<file path="config.mk">
export PLATFORM = sky130hd
export DESIGN_NAME = ascii85_stream_encoder_core
export DESIGN_NICKNAME = d
export VERILOG_FILES = /design/src/rtl/core/a85enc_pkg.sv /design/src/rtl/core/a85enc_front.sv /design/src/rtl/core/a85enc_jobq.sv /design/src/rtl/core/a85enc_conv.sv /design/src/rtl/core/a85enc_emit.sv /design/src/rtl/core/ascii85_stream_encoder_core.sv
export SDC_FILE = /design/constraint.sdc
export NUM_CORES = 1
export LEC_CHECK = 0
export ABC_CLOCK_PERIOD_IN_PS = 9000
export BUFFER_PORTS_ARGS = -buffer_cell sky130_fd_sc_hd__buf_2
export CORE_MARGIN = 4
export CORE_UTILIZATION = 44
export DETAILED_ROUTE_END_ITERATION = 10
export GPL_ROUTABILITY_DRIVEN = 0
export PLACE_DENSITY_LB_ADDON = 0.25
export SKIP_CTS_REPAIR_TIMING = 1
export SYNTH_ARGS = -nofsm -noshare
export SYNTH_HDL_FRONTEND = slang
export SYNTH_HIERARCHICAL = 1
export SYNTH_SLANG_ARGS = --single-unit
</file>
<file path="constraint.sdc">
create_clock -name clk -period 9 [get_ports clk]
set_clock_uncertainty 0.05 [all_clocks]
set_input_delay 1.8 -clock clk [delete_from_list [all_inputs] [get_ports clk]]
set_output_delay 1.8 -clock clk [all_outputs]
set_load 0.02 [all_outputs]
</file>
<file path="src/rtl/core/a85enc_pkg.sv">
// Shared types and constants for the ASCII85 stream encoder.
// No dependencies; imported by every module of the encoder.
`timescale 1ns / 1ps
`default_nettype none

package a85enc_pkg;

    localparam int unsigned A85_BASE   = 85;
    localparam logic [7:0]  A85_OFFSET = 8'd33;

    // floor(v / 85) == (v * A85_RECIP) >> A85_SHIFT for every 32-bit v
    localparam logic [31:0] A85_RECIP  = 32'd3233857729;
    localparam int unsigned A85_SHIFT  = 38;

    localparam logic [7:0]  CHAR_Z     = 8'h7A;
    localparam logic [7:0]  CHAR_TILDE = 8'h7E;
    localparam logic [7:0]  CHAR_GT    = 8'h3E;
    localparam logic [7:0]  CHAR_NL    = 8'h0A;

    localparam logic        OP_DATA    = 1'b0;
    localparam logic        OP_FINISH  = 1'b1;

    // job queue between front and converter
    localparam int unsigned JOBQ_DEPTH = 2;
    localparam int unsigned JOBQ_AW    = $clog2(JOBQ_DEPTH);

    // tuple to convert, as classified by the front
    typedef struct packed {
        logic [31:0] value;
        logic [2:0]  ndig;   // digits to emit, 0..5
        logic        zero;   // emit 'z' only
        logic        eod;    // append end marker
    } front_job_t;

    // converted tuple, raw base-85 digits most significant first
    typedef struct packed {
        logic [4:0][6:0] digits;
        logic [2:0]      ndig;
        logic            zero;
        logic            eod;
    } conv_job_t;

    function automatic logic [7:0] eod_char(input logic [1:0] idx);
        logic [7:0] ch;
        case (idx)
            2'd0:    ch = CHAR_TILDE;
            2'd1:    ch = CHAR_GT;
            default: ch = CHAR_NL;
        endcase
        return ch;
    endfunction

endpackage

`default_nettype wire

</file>
<file path="src/rtl/core/a85enc_front.sv">
// Front end: takes items, gathers bytes into a tuple, classifies flushes.
// Depends on a85enc_pkg.
`timescale 1ns / 1ps
`default_nettype none

module a85enc_front (
    input  wire logic                    clk,
    input  wire logic                    rst_n,
    input  wire logic                    push,
    output logic                         full,
    input  wire logic                    op,
    input  wire logic [7:0]              data_byte,
    input  wire logic                    eod_en,
    input  wire logic                    q_full,
    output logic                         q_push,
    output a85enc_pkg::front_job_t       q_job
);
    import a85enc_pkg::*;

    logic [31:0] tuple_reg, tuple_next;
    logic [1:0]  count_reg, count_next;
    logic        accept;
    logic [31:0] shifted;
    logic [31:0] padded;

    assign full   = q_full;
    assign accept = push && !q_full;
    assign shifted = {tuple_reg[23:0], data_byte};

    always_comb
    begin
        case (count_reg)
            2'd1:    padded = {tuple_reg[7:0], 24'd0};
            2'd2:    padded = {tuple_reg[15:0], 16'd0};
            2'd3:    padded = {tuple_reg[23:0], 8'd0};
            default: padded = 32'd0;
        endcase
    end

    always_comb
    begin
        tuple_next  = tuple_reg;
        count_next  = count_reg;
        q_push      = 1'b0;
        q_job.value = shifted;
        q_job.ndig  = 3'd5;
        q_job.zero  = (shifted == 32'd0);
        q_job.eod   = 1'b0;
        if (accept)
        begin
            if (op == OP_DATA)
            begin
                if (count_reg == 2'd3)
                begin
                    q_push     = 1'b1;
                    tuple_next = 32'd0;
                    count_next = 2'd0;
                end
                else
                begin
                    tuple_next = shifted;
                    count_next = count_reg + 2'd1;
                end
            end
            else
            begin
                q_job.value = padded;
                q_job.ndig  = (count_reg == 2'd0) ? 3'd0 : {1'b0, count_reg} + 3'd1;
                q_job.zero  = 1'b0;
                q_job.eod   = eod_en;
                // an empty finish with the marker off produces nothing
                q_push      = (count_reg != 2'd0) || eod_en;
                tuple_next  = 32'd0;
                count_next  = 2'd0;
            end
        end
    end

    always_ff @(posedge clk or negedge rst_n)
    begin
        if (!rst_n)
        begin
            tuple_reg <= 32'd0;
            count_reg <= 2'd0;
        end
        else
        begin
            tuple_reg <= tuple_next;
            count_reg <= count_next;
        end
    end

endmodule

`default_nettype wire

</file>
<file path="src/rtl/core/a85enc_jobq.sv">
// Short job queue between the front end and the converter.
// Depends on a85enc_pkg.
`timescale 1ns / 1ps
`default_nettype none

module a85enc_jobq (
    input  wire logic                    clk,
    input  wire logic                    rst_n,
    input  wire logic                    wr_en,
    input  wire a85enc_pkg::front_job_t  wr_job,
    output logic                         full,
    input  wire logic                    rd_en,
    output a85enc_pkg::front_job_t       rd_job,
    output logic                         not_empty
);
    import a85enc_pkg::*;

    front_job_t               slot_reg [JOBQ_DEPTH];
    logic [JOBQ_AW-1:0]       wr_ptr_reg, wr_ptr_next;
    logic [JOBQ_AW-1:0]       rd_ptr_reg, rd_ptr_next;
    logic [JOBQ_AW:0]         count_reg, count_next;
    logic                     do_wr, do_rd;

    assign full      = (count_reg == (JOBQ_AW+1)'(JOBQ_DEPTH));
    assign not_empty = (count_reg != '0);
    assign rd_job    = slot_reg[rd_ptr_reg];
    assign do_wr     = wr_en && !full;
    assign do_rd     = rd_en && not_empty;

    always_comb
    begin
        wr_ptr_next = do_wr ? wr_ptr_reg + 1'b1 : wr_ptr_reg;
        rd_ptr_next = do_rd ? rd_ptr_reg + 1'b1 : rd_ptr_reg;
        count_next  = count_reg;
        if (do_wr && !do_rd)
            count_next = count_reg + 1'b1;
        else if (do_rd && !do_wr)
            count_next = count_reg - 1'b1;
    end

    always_ff @(posedge clk)
    begin
        if (do_wr)
            slot_reg[wr_ptr_reg] <= wr_job;
    end

    always_ff @(posedge clk or negedge rst_n)
    begin
        if (!rst_n)
        begin
            wr_ptr_reg <= '0;
            rd_ptr_reg <= '0;
            count_reg  <= '0;
        end
        else
        begin
            wr_ptr_reg <= wr_ptr_next;
            rd_ptr_reg <= rd_ptr_next;
            count_reg  <= count_next;
        end
    end

endmodule

`default_nettype wire

</file>
<file path="src/rtl/core/a85enc_conv.sv">
// Back end converter: base-85 digits by repeated division with one shared
// reciprocal multiplier (multiply step, then reduce step). Depends on a85enc_pkg.
`timescale 1ns / 1ps
`default_nettype none

module a85enc_conv (
    input  wire logic                    clk,
    input  wire logic                    rst_n,
    input  wire logic                    q_not_empty,
    input  wire a85enc_pkg::front_job_t  q_job,
    output logic                         q_pop,
    output logic                         out_valid,
    input  wire logic                    out_ready,
    output a85enc_pkg::conv_job_t        out_job
);
    import a85enc_pkg::*;

    localparam logic [1:0] ST_IDLE = 2'd0;
    localparam logic [1:0] ST_MUL  = 2'd1;
    localparam logic [1:0] ST_DIV  = 2'd2;
    localparam logic [1:0] ST_DONE = 2'd3;

    logic [1:0]  state_reg, state_next;
    conv_job_t   job_reg, job_next;
    logic [31:0] cur_v_reg, cur_v_next;
    logic [63:0] prod_reg, prod_next;
    logic [2:0]  pos_reg, pos_next;

    logic [31:0] mul_a;
    logic [63:0] mul_p;
    logic [25:0] quot;
    logic [31:0] quot_x85;
    logic [31:0] rem_full;
    logic        need_conv;

    assign q_pop     = q_not_empty &&
                       ((state_reg == ST_IDLE) || ((state_reg == ST_DONE) && out_ready));
    assign out_valid = (state_reg == ST_DONE);
    assign out_job   = job_reg;
    assign need_conv = !q_job.zero && (q_job.ndig != 3'd0);

    assign mul_a    = (state_reg == ST_MUL) ? cur_v_reg : q_job.value;
    assign mul_p    = {32'd0, mul_a} * {32'd0, A85_RECIP};
    assign quot     = prod_reg[63:A85_SHIFT];
    assign quot_x85 = {quot, 6'd0} + {2'd0, quot, 4'd0} + {4'd0, quot, 2'd0} + {6'd0, quot};
    assign rem_full = cur_v_reg - quot_x85;

    always_comb
    begin
        state_next = state_reg;
        job_next   = job_reg;
        cur_v_next = cur_v_reg;
        prod_next  = prod_reg;
        pos_next   = pos_reg;

        case (state_reg)
            ST_MUL:
            begin
                prod_next  = mul_p;
                state_next = ST_DIV;
            end
            ST_DIV:
            begin
                job_next.digits[pos_reg] = rem_full[6:0];
                if (pos_reg == 3'd1)
                begin
                    // final quotient is below 85 and is the leading digit
                    job_next.digits[0] = quot[6:0];
                    state_next         = ST_DONE;
                end
                else
                begin
                    cur_v_next = {6'd0, quot};
                    pos_next   = pos_reg - 3'd1;
                    state_next = ST_MUL;
                end
            end
            ST_DONE:
            begin
                if (out_ready)
                    state_next = ST_IDLE;
            end
            default:
            begin
                state_next = ST_IDLE;
            end
        endcase

        // load overlaps the first multiply
        if (q_pop)
        begin
            job_next.ndig = q_job.ndig;
            job_next.zero = q_job.zero;
            job_next.eod  = q_job.eod;
            if (need_conv)
            begin
                cur_v_next = q_job.value;
                prod_next  = mul_p;
                pos_next   = 3'd4;
                state_next = ST_DIV;
            end
            else
            begin
                state_next = ST_DONE;
            end
        end
    end

    always_ff @(posedge clk)
    begin
        job_reg   <= job_next;
        cur_v_reg <= cur_v_next;
        prod_reg  <= prod_next;
        pos_reg   <= pos_next;
    end

    always_ff @(posedge clk or negedge rst_n)
    begin
        if (!rst_n)
            state_reg <= ST_IDLE;
        else
            state_reg <= state_next;
    end

endmodule

`default_nettype wire

</file>
<file path="src/rtl/core/a85enc_emit.sv">
// Output stage: holds one converted job and hands out its characters one
// per pop. Depends on a85enc_pkg.
`timescale 1ns / 1ps
`default_nettype none

module a85enc_emit (
    input  wire logic                    clk,
    input  wire logic                    rst_n,
    input  wire logic                    in_valid,
    output logic                         in_ready,
    input  wire a85enc_pkg::conv_job_t   in_job,
    output logic                         empty,
    input  wire logic                    pop,
    output logic [7:0]                   out_char,
    output logic                         last_of_run
);
    import a85enc_pkg::*;

    logic       valid_reg, valid_next;
    conv_job_t  job_reg, job_next;
    logic [2:0] pos_reg, pos_next;

    logic [3:0] total;
    logic [2:0] eod_idx;
    logic [6:0] digit;
    logic       take;
    logic       popped;

    assign empty  = !valid_reg;
    assign popped = pop && valid_reg;

    always_comb
    begin
        if (job_reg.zero)
            total = 4'd1;
        else
            total = {1'b0, job_reg.ndig} + (job_reg.eod ? 4'd3 : 4'd0);
    end

    assign last_of_run = ({1'b0, pos_reg} + 4'd1 == total);
    assign in_ready    = !valid_reg || (popped && last_of_run);
    assign take        = in_valid && in_ready;
    assign eod_idx     = pos_reg - job_reg.ndig;

    always_comb
    begin
        case (pos_reg)
            3'd0:    digit = job_reg.digits[0];
            3'd1:    digit = job_reg.digits[1];
            3'd2:    digit = job_reg.digits[2];
            3'd3:    digit = job_reg.digits[3];
            default: digit = job_reg.digits[4];
        endcase
    end

    always_comb
    begin
        if (job_reg.zero)
            out_char = CHAR_Z;
        else if (pos_reg < job_reg.ndig)
            out_char = {1'b0, digit} + A85_OFFSET;
        else
            out_char = eod_char(eod_idx[1:0]);
    end

    always_comb
    begin
        valid_next = valid_reg;
        job_next   = job_reg;
        pos_next   = pos_reg;
        if (popped)
        begin
            if (last_of_run)
                valid_next = 1'b0;
            else
                pos_next = pos_reg + 3'd1;
        end
        if (take)
        begin
            valid_next = 1'b1;
            job_next   = in_job;
            pos_next   = 3'd0;
        end
    end

    always_ff @(posedge clk)
    begin
        job_reg <= job_next;
    end

    always_ff @(posedge clk or negedge rst_n)
    begin
        if (!rst_n)
        begin
            valid_reg <= 1'b0;
            pos_reg   <= 3'd0;
        end
        else
        begin
            valid_reg <= valid_next;
            pos_reg   <= pos_next;
        end
    end

endmodule

`default_nettype wire

</file>
<file path="src/rtl/core/ascii85_stream_encoder_core.sv">
// Top level of the ASCII85 stream encoder: config register, front end,
// job queue, converter and output stage. Depends on a85enc_pkg and a85enc_* modules.
//
//   channel   direction   handshake          payload
//   input     in          push / full        op, data_byte
//   result    out         empty / pop        out_char, last_of_run
//   config    in          cfg_we             cfg_wdata (eod marker enable)
//
// An item is taken in any cycle the two-entry job queue has room; partial
// bytes only update the tuple. Each non-zero tuple or partial flush goes through
// repeated multiply and reduce steps in the converter on one shared 32x32 multiplier;
// 'z' and marker-only jobs skip them. The front keeps taking bytes while the converter
// works; characters leave at one per cycle while pop is high and empty is low.
// Reset clears the tuple and all valid state and sets the marker enable.
// Front, converter and output stage stall independently.
`timescale 1ns / 1ps
`default_nettype none

module ascii85_stream_encoder_core (
    input  wire logic       clk,
    input  wire logic       rst_n,
    input  wire logic       push,
    output logic            full,
    input  wire logic       op,
    input  wire logic [7:0] data_byte,
    output logic            empty,
    input  wire logic       pop,
    output logic [7:0]      out_char,
    output logic            last_of_run,
    input  wire logic       cfg_we,
    input  wire logic       cfg_wdata
);
    import a85enc_pkg::*;

    logic       eod_en_reg;
    logic       q_full;
    logic       q_push;
    front_job_t front_job;
    front_job_t q_head;
    logic       q_not_empty;
    logic       q_pop;
    logic       conv_valid;
    logic       conv_ready;
    conv_job_t  conv_job;

    always_ff @(posedge clk or negedge rst_n)
    begin
        if (!rst_n)
            eod_en_reg <= 1'b1;
        else if (cfg_we)
            eod_en_reg <= cfg_wdata;
    end

    a85enc_front u_front (
        .clk       (clk),
        .rst_n     (rst_n),
        .push      (push),
        .full      (full),
        .op        (op),
        .data_byte (data_byte),
        .eod_en    (eod_en_reg),
        .q_full    (q_full),
        .q_push    (q_push),
        .q_job     (front_job)
    );

    a85enc_jobq u_jobq (
        .clk       (clk),
        .rst_n     (rst_n),
        .wr_en     (q_push),
        .wr_job    (front_job),
        .full      (q_full),
        .rd_en     (q_pop),
        .rd_job    (q_head),
        .not_empty (q_not_empty)
    );

    a85enc_conv u_conv (
        .clk         (clk),
        .rst_n       (rst_n),
        .q_not_empty (q_not_empty),
        .q_job       (q_head),
        .q_pop       (q_pop),
        .out_valid   (conv_valid),
        .out_ready   (conv_ready),
        .out_job     (conv_job)
    );

    a85enc_emit u_emit (
        .clk         (clk),
        .rst_n       (rst_n),
        .in_valid    (conv_valid),
        .in_ready    (conv_ready),
        .in_job      (conv_job),
        .empty       (empty),
        .pop         (pop),
        .out_char    (out_char),
        .last_of_run (last_of_run)
    );

endmodule

`default_nettype wire

</file>
==> results of run 1 <==
[layer usage]
layer	track usage (%)	vias to the layer above	routed length [um]
met3	2.63	85	2890
met2	32.6	408	23800
li1	-	7054	-
met1	28.7	7141	24500
met5	0	-	0
met4	7.73	0	2300
[through the flow]
step	setup WS, ns	cells	cell area (um^2)
finish	0.515	2749	23800
global placement	0.573	2697	22700
global route	0.156	2749	23800
CTS	0.447	2749	23800
detailed placement	0.522	2697	22700
floorplan	1.20	2054	22000
[area by class of cell]
class                   count  area, um^2
clock inverters            16         290
inverters                 371        1390
fillers                  4496       25400
multi-input cells        1373       13500
repair buffers             37         215
flip-flops and latches    252        6770
well taps                 664         831
clock buffers              36         751
[cell families (layout without fill, tap and decap cells)]
logic type                 Yosys count  in the layout  share of synthesized area [%]
buffers and inverters              429            460                           7.80
muxes                               91             91                           4.79
xor gates and xnor gates            55             55                           2.19
adders and majority gates          522            522                           35.6
DFF                                252            252                           30.8
AOI/OAI and AO/OA                  355            355                           11.0
and+or+nand+nor                    350            350                           7.89
[cells in the mapped netlist (35+ instances only)]
cell type | n | area share [%]
xnor2_1 | 35 | 1.4
mux2i_1 | 40 | 1.8
fa_1 | 172 | 16
inv_1 | 370 | 6.3
dfrtp_1 | 36 | 4.1
a21oi_1 | 88 | 2.0
nor2_1 | 70 | 1.2
o21ai_0 | 68 | 1.5
ha_1 | 350 | 20
edfxtp_1 | 154 | 21
nand2_1 | 125 | 2.1
dfxtp_1 | 61 | 5.6
[cell usage in the layout (no fill, tap or decap), drive strengths merged, types with 23 or more instances in the layout]
cell    count
o21ai      89
dfrtp      36
nand3      25
dfxtp      61
a21oi      89
buf        37
a22o       30
fa        172
mux2i      40
nor2b      23
a22oi      31
nor2       71
nand2     126
xnor2      35
mux2       51
edfxtp    154
ha        350
inv       373
clkbuf     36
[worst max path at each step]
stage	startpoint	to	slack, ns	cells after the start
6_report	u_jobq/rd_ptr_reg$_DFFE_PN0P_	u_conv/prod_reg[61]$_DFF_P_	0.52	26
5_1_grt	u_jobq/rd_ptr_reg$_DFFE_PN0P_	u_conv/prod_reg[61]$_DFF_P_	0.16	26
4_1_cts	u_jobq/rd_ptr_reg$_DFFE_PN0P_	u_conv/prod_reg[61]$_DFF_P_	0.45	26
3_5_place_dp	u_jobq/rd_ptr_reg$_DFFE_PN0P_	u_conv/prod_reg[61]$_DFF_P_	0.52	26
3_3_place_gp	u_jobq/rd_ptr_reg$_DFFE_PN0P_	u_conv/prod_reg[61]$_DFF_P_	0.57	26
2_1_floorplan	u_conv/state_reg[1]$_DFFE_PN0P_	u_conv/prod_reg[61]$_DFF_P_	1.20	28
==> out/metrics.csv, run 1 <==
stage;metric;value;unit
die;Die Wd;232;um
sta;WHS;0.367;ns
setup_path;Reg2Reg Launch Point;u_jobq/rd_ptr_reg$_DFFE_PN0P_;
sta;Highest Clock Rate;118;MHz
global_routing;first-pass GRT wire length;86400;um
placed_design;IO Port Bufs;25;
hold_path;cell count of the worst hold path;0;
job;Max Cap Viol;0;
drt;DRT Wirelength;53600;um
drt;drt initial violations;923;
synth;Syn Nets;2591;
synth;mapped cell area;22000;um^2
die;area of the core;49200;um^2
sta;TNS Setup;0;ns
final_layout;area grow syn2layout;8.15;%
global_routing;GRT Overall Usage;20.5;%
setup_path;slowest CP cell;dfrtp_2;
synth;sequential fraction of the synthesis area;30.8;%
die;Top-Level Pins;26;
synth;Mapped Avg Cell Area;10.7;um^2
final_layout;Final Net Count;2600;
sta;fin crit period;8.48;ns
final_layout;utilization after layout;48.4;%
synth;top_reg_cell synth;edfxtp_1;
clock_tree;CTS tree;built;
setup_path;Worst Path Max Fanout;20;
die;die area;53600;um^2
sta;RSZ-0062 raised after global routing;no;
setup_path;WP buf/inv;6;
setup_path;crit end category;flip-flop;
drt;DR WL/cell;19.5;um
sta;final hold vios;0;
final_layout;share of layout cells above drive strength 1;8.78;%
clock_tree;Skew-Pair Late Insertion Delay;0.58;ns
setup_path;CP Data Arrival Time;8.93;ns
die;die height;232;um
setup_path;crit-path leading delay family;adder cells;
clock_tree;clock sinks;252;
clock_tree;CTS H-tree depth;1;
synth;FF+latch count, synth;252;
drt;Vias/cell;5.34;
drt;drc violations;0;
hold_path;worst min-delay path class;flip-flop to flip-flop;
setup_path;r2r worst-path depth;26;
global_routing;GR Overflow Total;0;
hold_path;hold_sp;u_conv/out_job[29]$_DFFE_PP_;
final_layout;max reg flops;74;
setup_path;CP Class;flip-flop to flip-flop;
sta;Rel. slew slack;23.8;%
clock_tree;TritonCTS buffer count;28;
global_routing;initial antenna violation count;0;
die;row cnt;81;
clock_tree;clock-pin transition on the worst setup and hold timing paths;0.06;ns
drt;Post-DRT Antenna Nets;0;
global_routing;vias in the first global route;15500;
setup_path;required time of the critical path;9.45;ns
sta;Tcrit/Tclk final;94.3;%
sta;Worst-Margin Slew;1.14;ns
placed_design;HPWL Detailed;43700;um
drt;Initial DRT Pass Iterations;5;
setup_path;Worst setup SP type;flip-flop;
setup_path;r2r endpoint;u_conv/prod_reg[61]$_DFF_P_;
setup_path;reg2reg setup slack;0.52;ns
synth;Synth Warn #;6;
global_routing;pin count of the biggest net entering global routing;71;
setup_path;CP max stage delay;0.72;ns
sta;Setup-failing EPs final;0;
synth;count of cell types in the netlist;86;
clock_tree;Max Root-Sink Buffers;3;
die;initial core utilization;44.8;%
final_layout;n_diodes;0;
synth;Synth async-reset ratio;14.7;%
drt;via count;14700;
hold_path;worst hold path endpoint;u_emit/job_reg[29]$_DFFE_PP_;
clock_tree;CTS Root Cell;clkbuf_16;
sta;count of pins over their slew limit;0;
synth;number of enable flip-flop cells after synthesis;154;
synth;synthesized instance count;2054;
status;status;completed;
Power of run 1 is left out: the tool's default activity adds up to more than one toggle a clock period on the data nets, which glitch-free logic cannot reach.
==> run 2: changes to the inputs <==
- RECOVER_POWER: default -> 100
==> run 2 against run 1 <==
The flow now finishes with violations (capacitance limit, slew limit). Maximum frequency decreased by 0.27%. Wire length increased by 0.13%. Register-to-register slack got worse by 0.02 ns. Critical path depth unchanged. Sequential share of layout area increased by 0.15 points. Via count about the same. Count of clock-buffer cells in the layout unchanged.
==> out/metrics.csv, run 2 (synthesis gave the netlist of run 1 again) <==
stage;metric;value;unit;change
die;area of the core;49200;um^2;unchanged
final_layout;area grow syn2layout;7.57;%;
die;die area;53600;um^2;unchanged
sta;fin crit period;8.51;ns;+0.0227 ns
sta;Tcrit/Tclk final;94.5;%;+0.25 points
final_layout;most frequent cells in the layout;inv_1 (371), ha_1 (349), fa_1 (172);;
clock_tree;CTS Root Cell;clkbuf_16;;
drt;Post-DRT Antenna Nets;0;;unchanged
drt;via count;14700;;-0.034%
setup_path;CP Data Arrival Time;8.95;ns;+0.02 ns
clock_tree;CTS tree;built;;
setup_path;Worst Path Max Fanout;20;;unchanged
die;initial core utilization;44.8;%;unchanged
final_layout;commonest non-fill, non-tap cell in the layout;inv_1;;
final_layout;utilization after layout;48.1;%;-0.26 points
final_layout;n_diodes;0;;unchanged
clock_tree;clock-pin transition on the worst setup and hold timing paths;0.06;ns;about the same
die;Die Wd;232;um;unchanged
drt;drc violations;0;;unchanged
drt;drt initial violations;1013;;+9.8%
placed_design;HPWL Detailed;43700;um;unchanged
setup_path;required time of the critical path;9.45;ns;about the same
global_routing;pin count of the biggest net entering global routing;71;;unchanged
hold_path;hold_sp;u_conv/out_job[29]$_DFFE_PP_;;
clock_tree;Max Root-Sink Buffers;3;;unchanged
global_routing;first-pass GRT wire length;86400;um;unchanged
placed_design;IO Port Bufs;25;;unchanged
placed_design;pre-CTS WS;0.522;ns;unchanged
final_layout;max reg flops;74;;unchanged
clock_tree;Skew-Pair Late Insertion Delay;0.58;ns;about the same
drt;DR WL/cell;19.5;um;+0.13%
final_layout;Finished Cell Area;23700;um^2;-0.54%
drt;Vias/cell;5.34;;about the same
setup_path;crit end category;flip-flop;;
sta;count of pins over their slew limit;243;;+243
sta;Highest Clock Rate;118;MHz;-0.27%
sta;TNS Setup;0;ns;unchanged
global_routing;initial antenna violation count;0;;unchanged
die;Top-Level Pins;26;;unchanged
drt;Initial DRT Pass Iterations;5;;unchanged
drt;DRT Wirelength;53600;um;+0.13%
final_layout;share of layout cells above drive strength 1;7.00;%;-1.8 points
global_routing;GR Overflow Total;0;;unchanged
die;row cnt;81;;unchanged
die;die height;232;um;unchanged
sta;final hold vios;0;;unchanged
sta;Worst-Margin Slew;3.20;ns;+2.06 ns
global_routing;vias in the first global route;15500;;unchanged
final_layout;fillers;4528;;+0.71%
job;Max Cap Viol;6;;+6
clock_tree;TritonCTS buffer count;28;;unchanged
status;status;finished, violations left;;
setup_path;Worst setup SP type;flip-flop;;
global_routing;GRT Overall Usage;20.5;%;unchanged
hold_path;worst min-delay path class;flip-flop to flip-flop;;
sta;Rel. slew slack;-114;%;-140 points
sta;RSZ-0062 raised after global routing;no;;
setup_path;Reg2Reg Launch Point;u_jobq/rd_ptr_reg$_DFFE_PN0P_;;
status;failing checks;capacitance limit, slew limit;;
setup_path;CP Class;flip-flop to flip-flop;;
setup_path;worst setup path start;u_jobq/rd_ptr_reg$_DFFE_PN0P_;;
sta;PnR worst setup slack;0.492;ns;-0.0227 ns
final_layout;Final Net Count;2600;;unchanged
placed_design;dpl cell area;22700;um^2;unchanged
sta;Setup-failing EPs final;0;;unchanged
clock_tree;CTS H-tree depth;1;;unchanged
clock_tree;clock sinks;252;;unchanged
[run 2: cell types whose count changed in the layout (fill, tap and decap cells not counted), moves of 5 or more]
cell	before	now
and2_0	0	10
and2_1	16	6
buf_2	25	11
buf_4	12	7
clkbuf_1	6	25
mux2_1	0	5
mux2_4	21	16
o21ai_0	68	84
o21ai_1	21	5
[run 2: layout make-up]
class / instances / area [um^2] / share of cell area, %
tap: 664 / 831 / 3.51
multi-input combinational: 1373 / 13400 / 56.8
inverter: 371 / 1390 / 5.88
clock inverter: 16 / 290 / 1.23
timing repair buffer: 37 / 179 / 0.756
sequential: 252 / 6770 / 28.6
clock buffer: 36 / 751 / 3.17
[run 2: metrics by stage]
| stage | hold slack, ns | std cells |
|---|---|---|
| 2_1_floorplan | 0.350 | 2054 |
| 5_1_grt | 0.374 | 2749 |
| 3_5_place_dp | 0.355 | 2697 |
| 6_report | 0.367 | 2749 |
| 4_1_cts | 0.369 | 2749 |
| 3_3_place_gp | 0.351 | 2697 |
[run 2: worst paths after layout]
| kind | slack, ns | cells past startpoint | to |
|---|---|---|---|
| worst min register to register | 0.37 | 0 | u_emit/job_reg[29]$_DFFE_PP_ |
| max in group asynchronous | 5.65 | 1 | u_jobq/rd_ptr_reg$_DFFE_PN0P_ |
| min in group asynchronous | 1.82 | 1 | u_front/count_reg[1]$_DFFE_PN0P_ |
| worst max-delay path | 0.49 | 26 | u_conv/prod_reg[61]$_DFF_P_ |
| worst min-delay path | 0.37 | 0 | u_emit/job_reg[29]$_DFFE_PP_ |
| worst max register to register | 0.49 | 26 | u_conv/prod_reg[61]$_DFF_P_ |
[run 2: worst max-delay path, stage by stage (launching register included)]
cell and delay [ns]:
dfrtp_2 0.72, buf_4 0.35, mux2_1 0.39, mux2i_2 0.48, inv_1 0.25, ha_1 0.34, ha_1 0.28, ha_1 0.40
inv_1 0.09, fa_1 0.50, inv_1 0.06, fa_1 0.54, inv_1 0.06, fa_1 0.47, inv_1 0.05, fa_1 0.48
ha_1 0.32, ha_1 0.37, nand4_1 0.18, a21oi_1 0.05, o21ai_0 0.14, a21oi_1 0.19, o31ai_2 0.51, nand2_1 0.21
a211o_1 0.35, or4b_1 0.48, nand3_1 0.09
[run 2: routing by layer]
metal	up-vias	wire, um	track usage [%]
li1	7066	-	-
met2	388	23900	32.6
met5	-	0	0
met4	0	2280	7.73
met1	7148	24600	28.7
met3	81	2900	2.63
Power of run 2 is left out for the same reason.
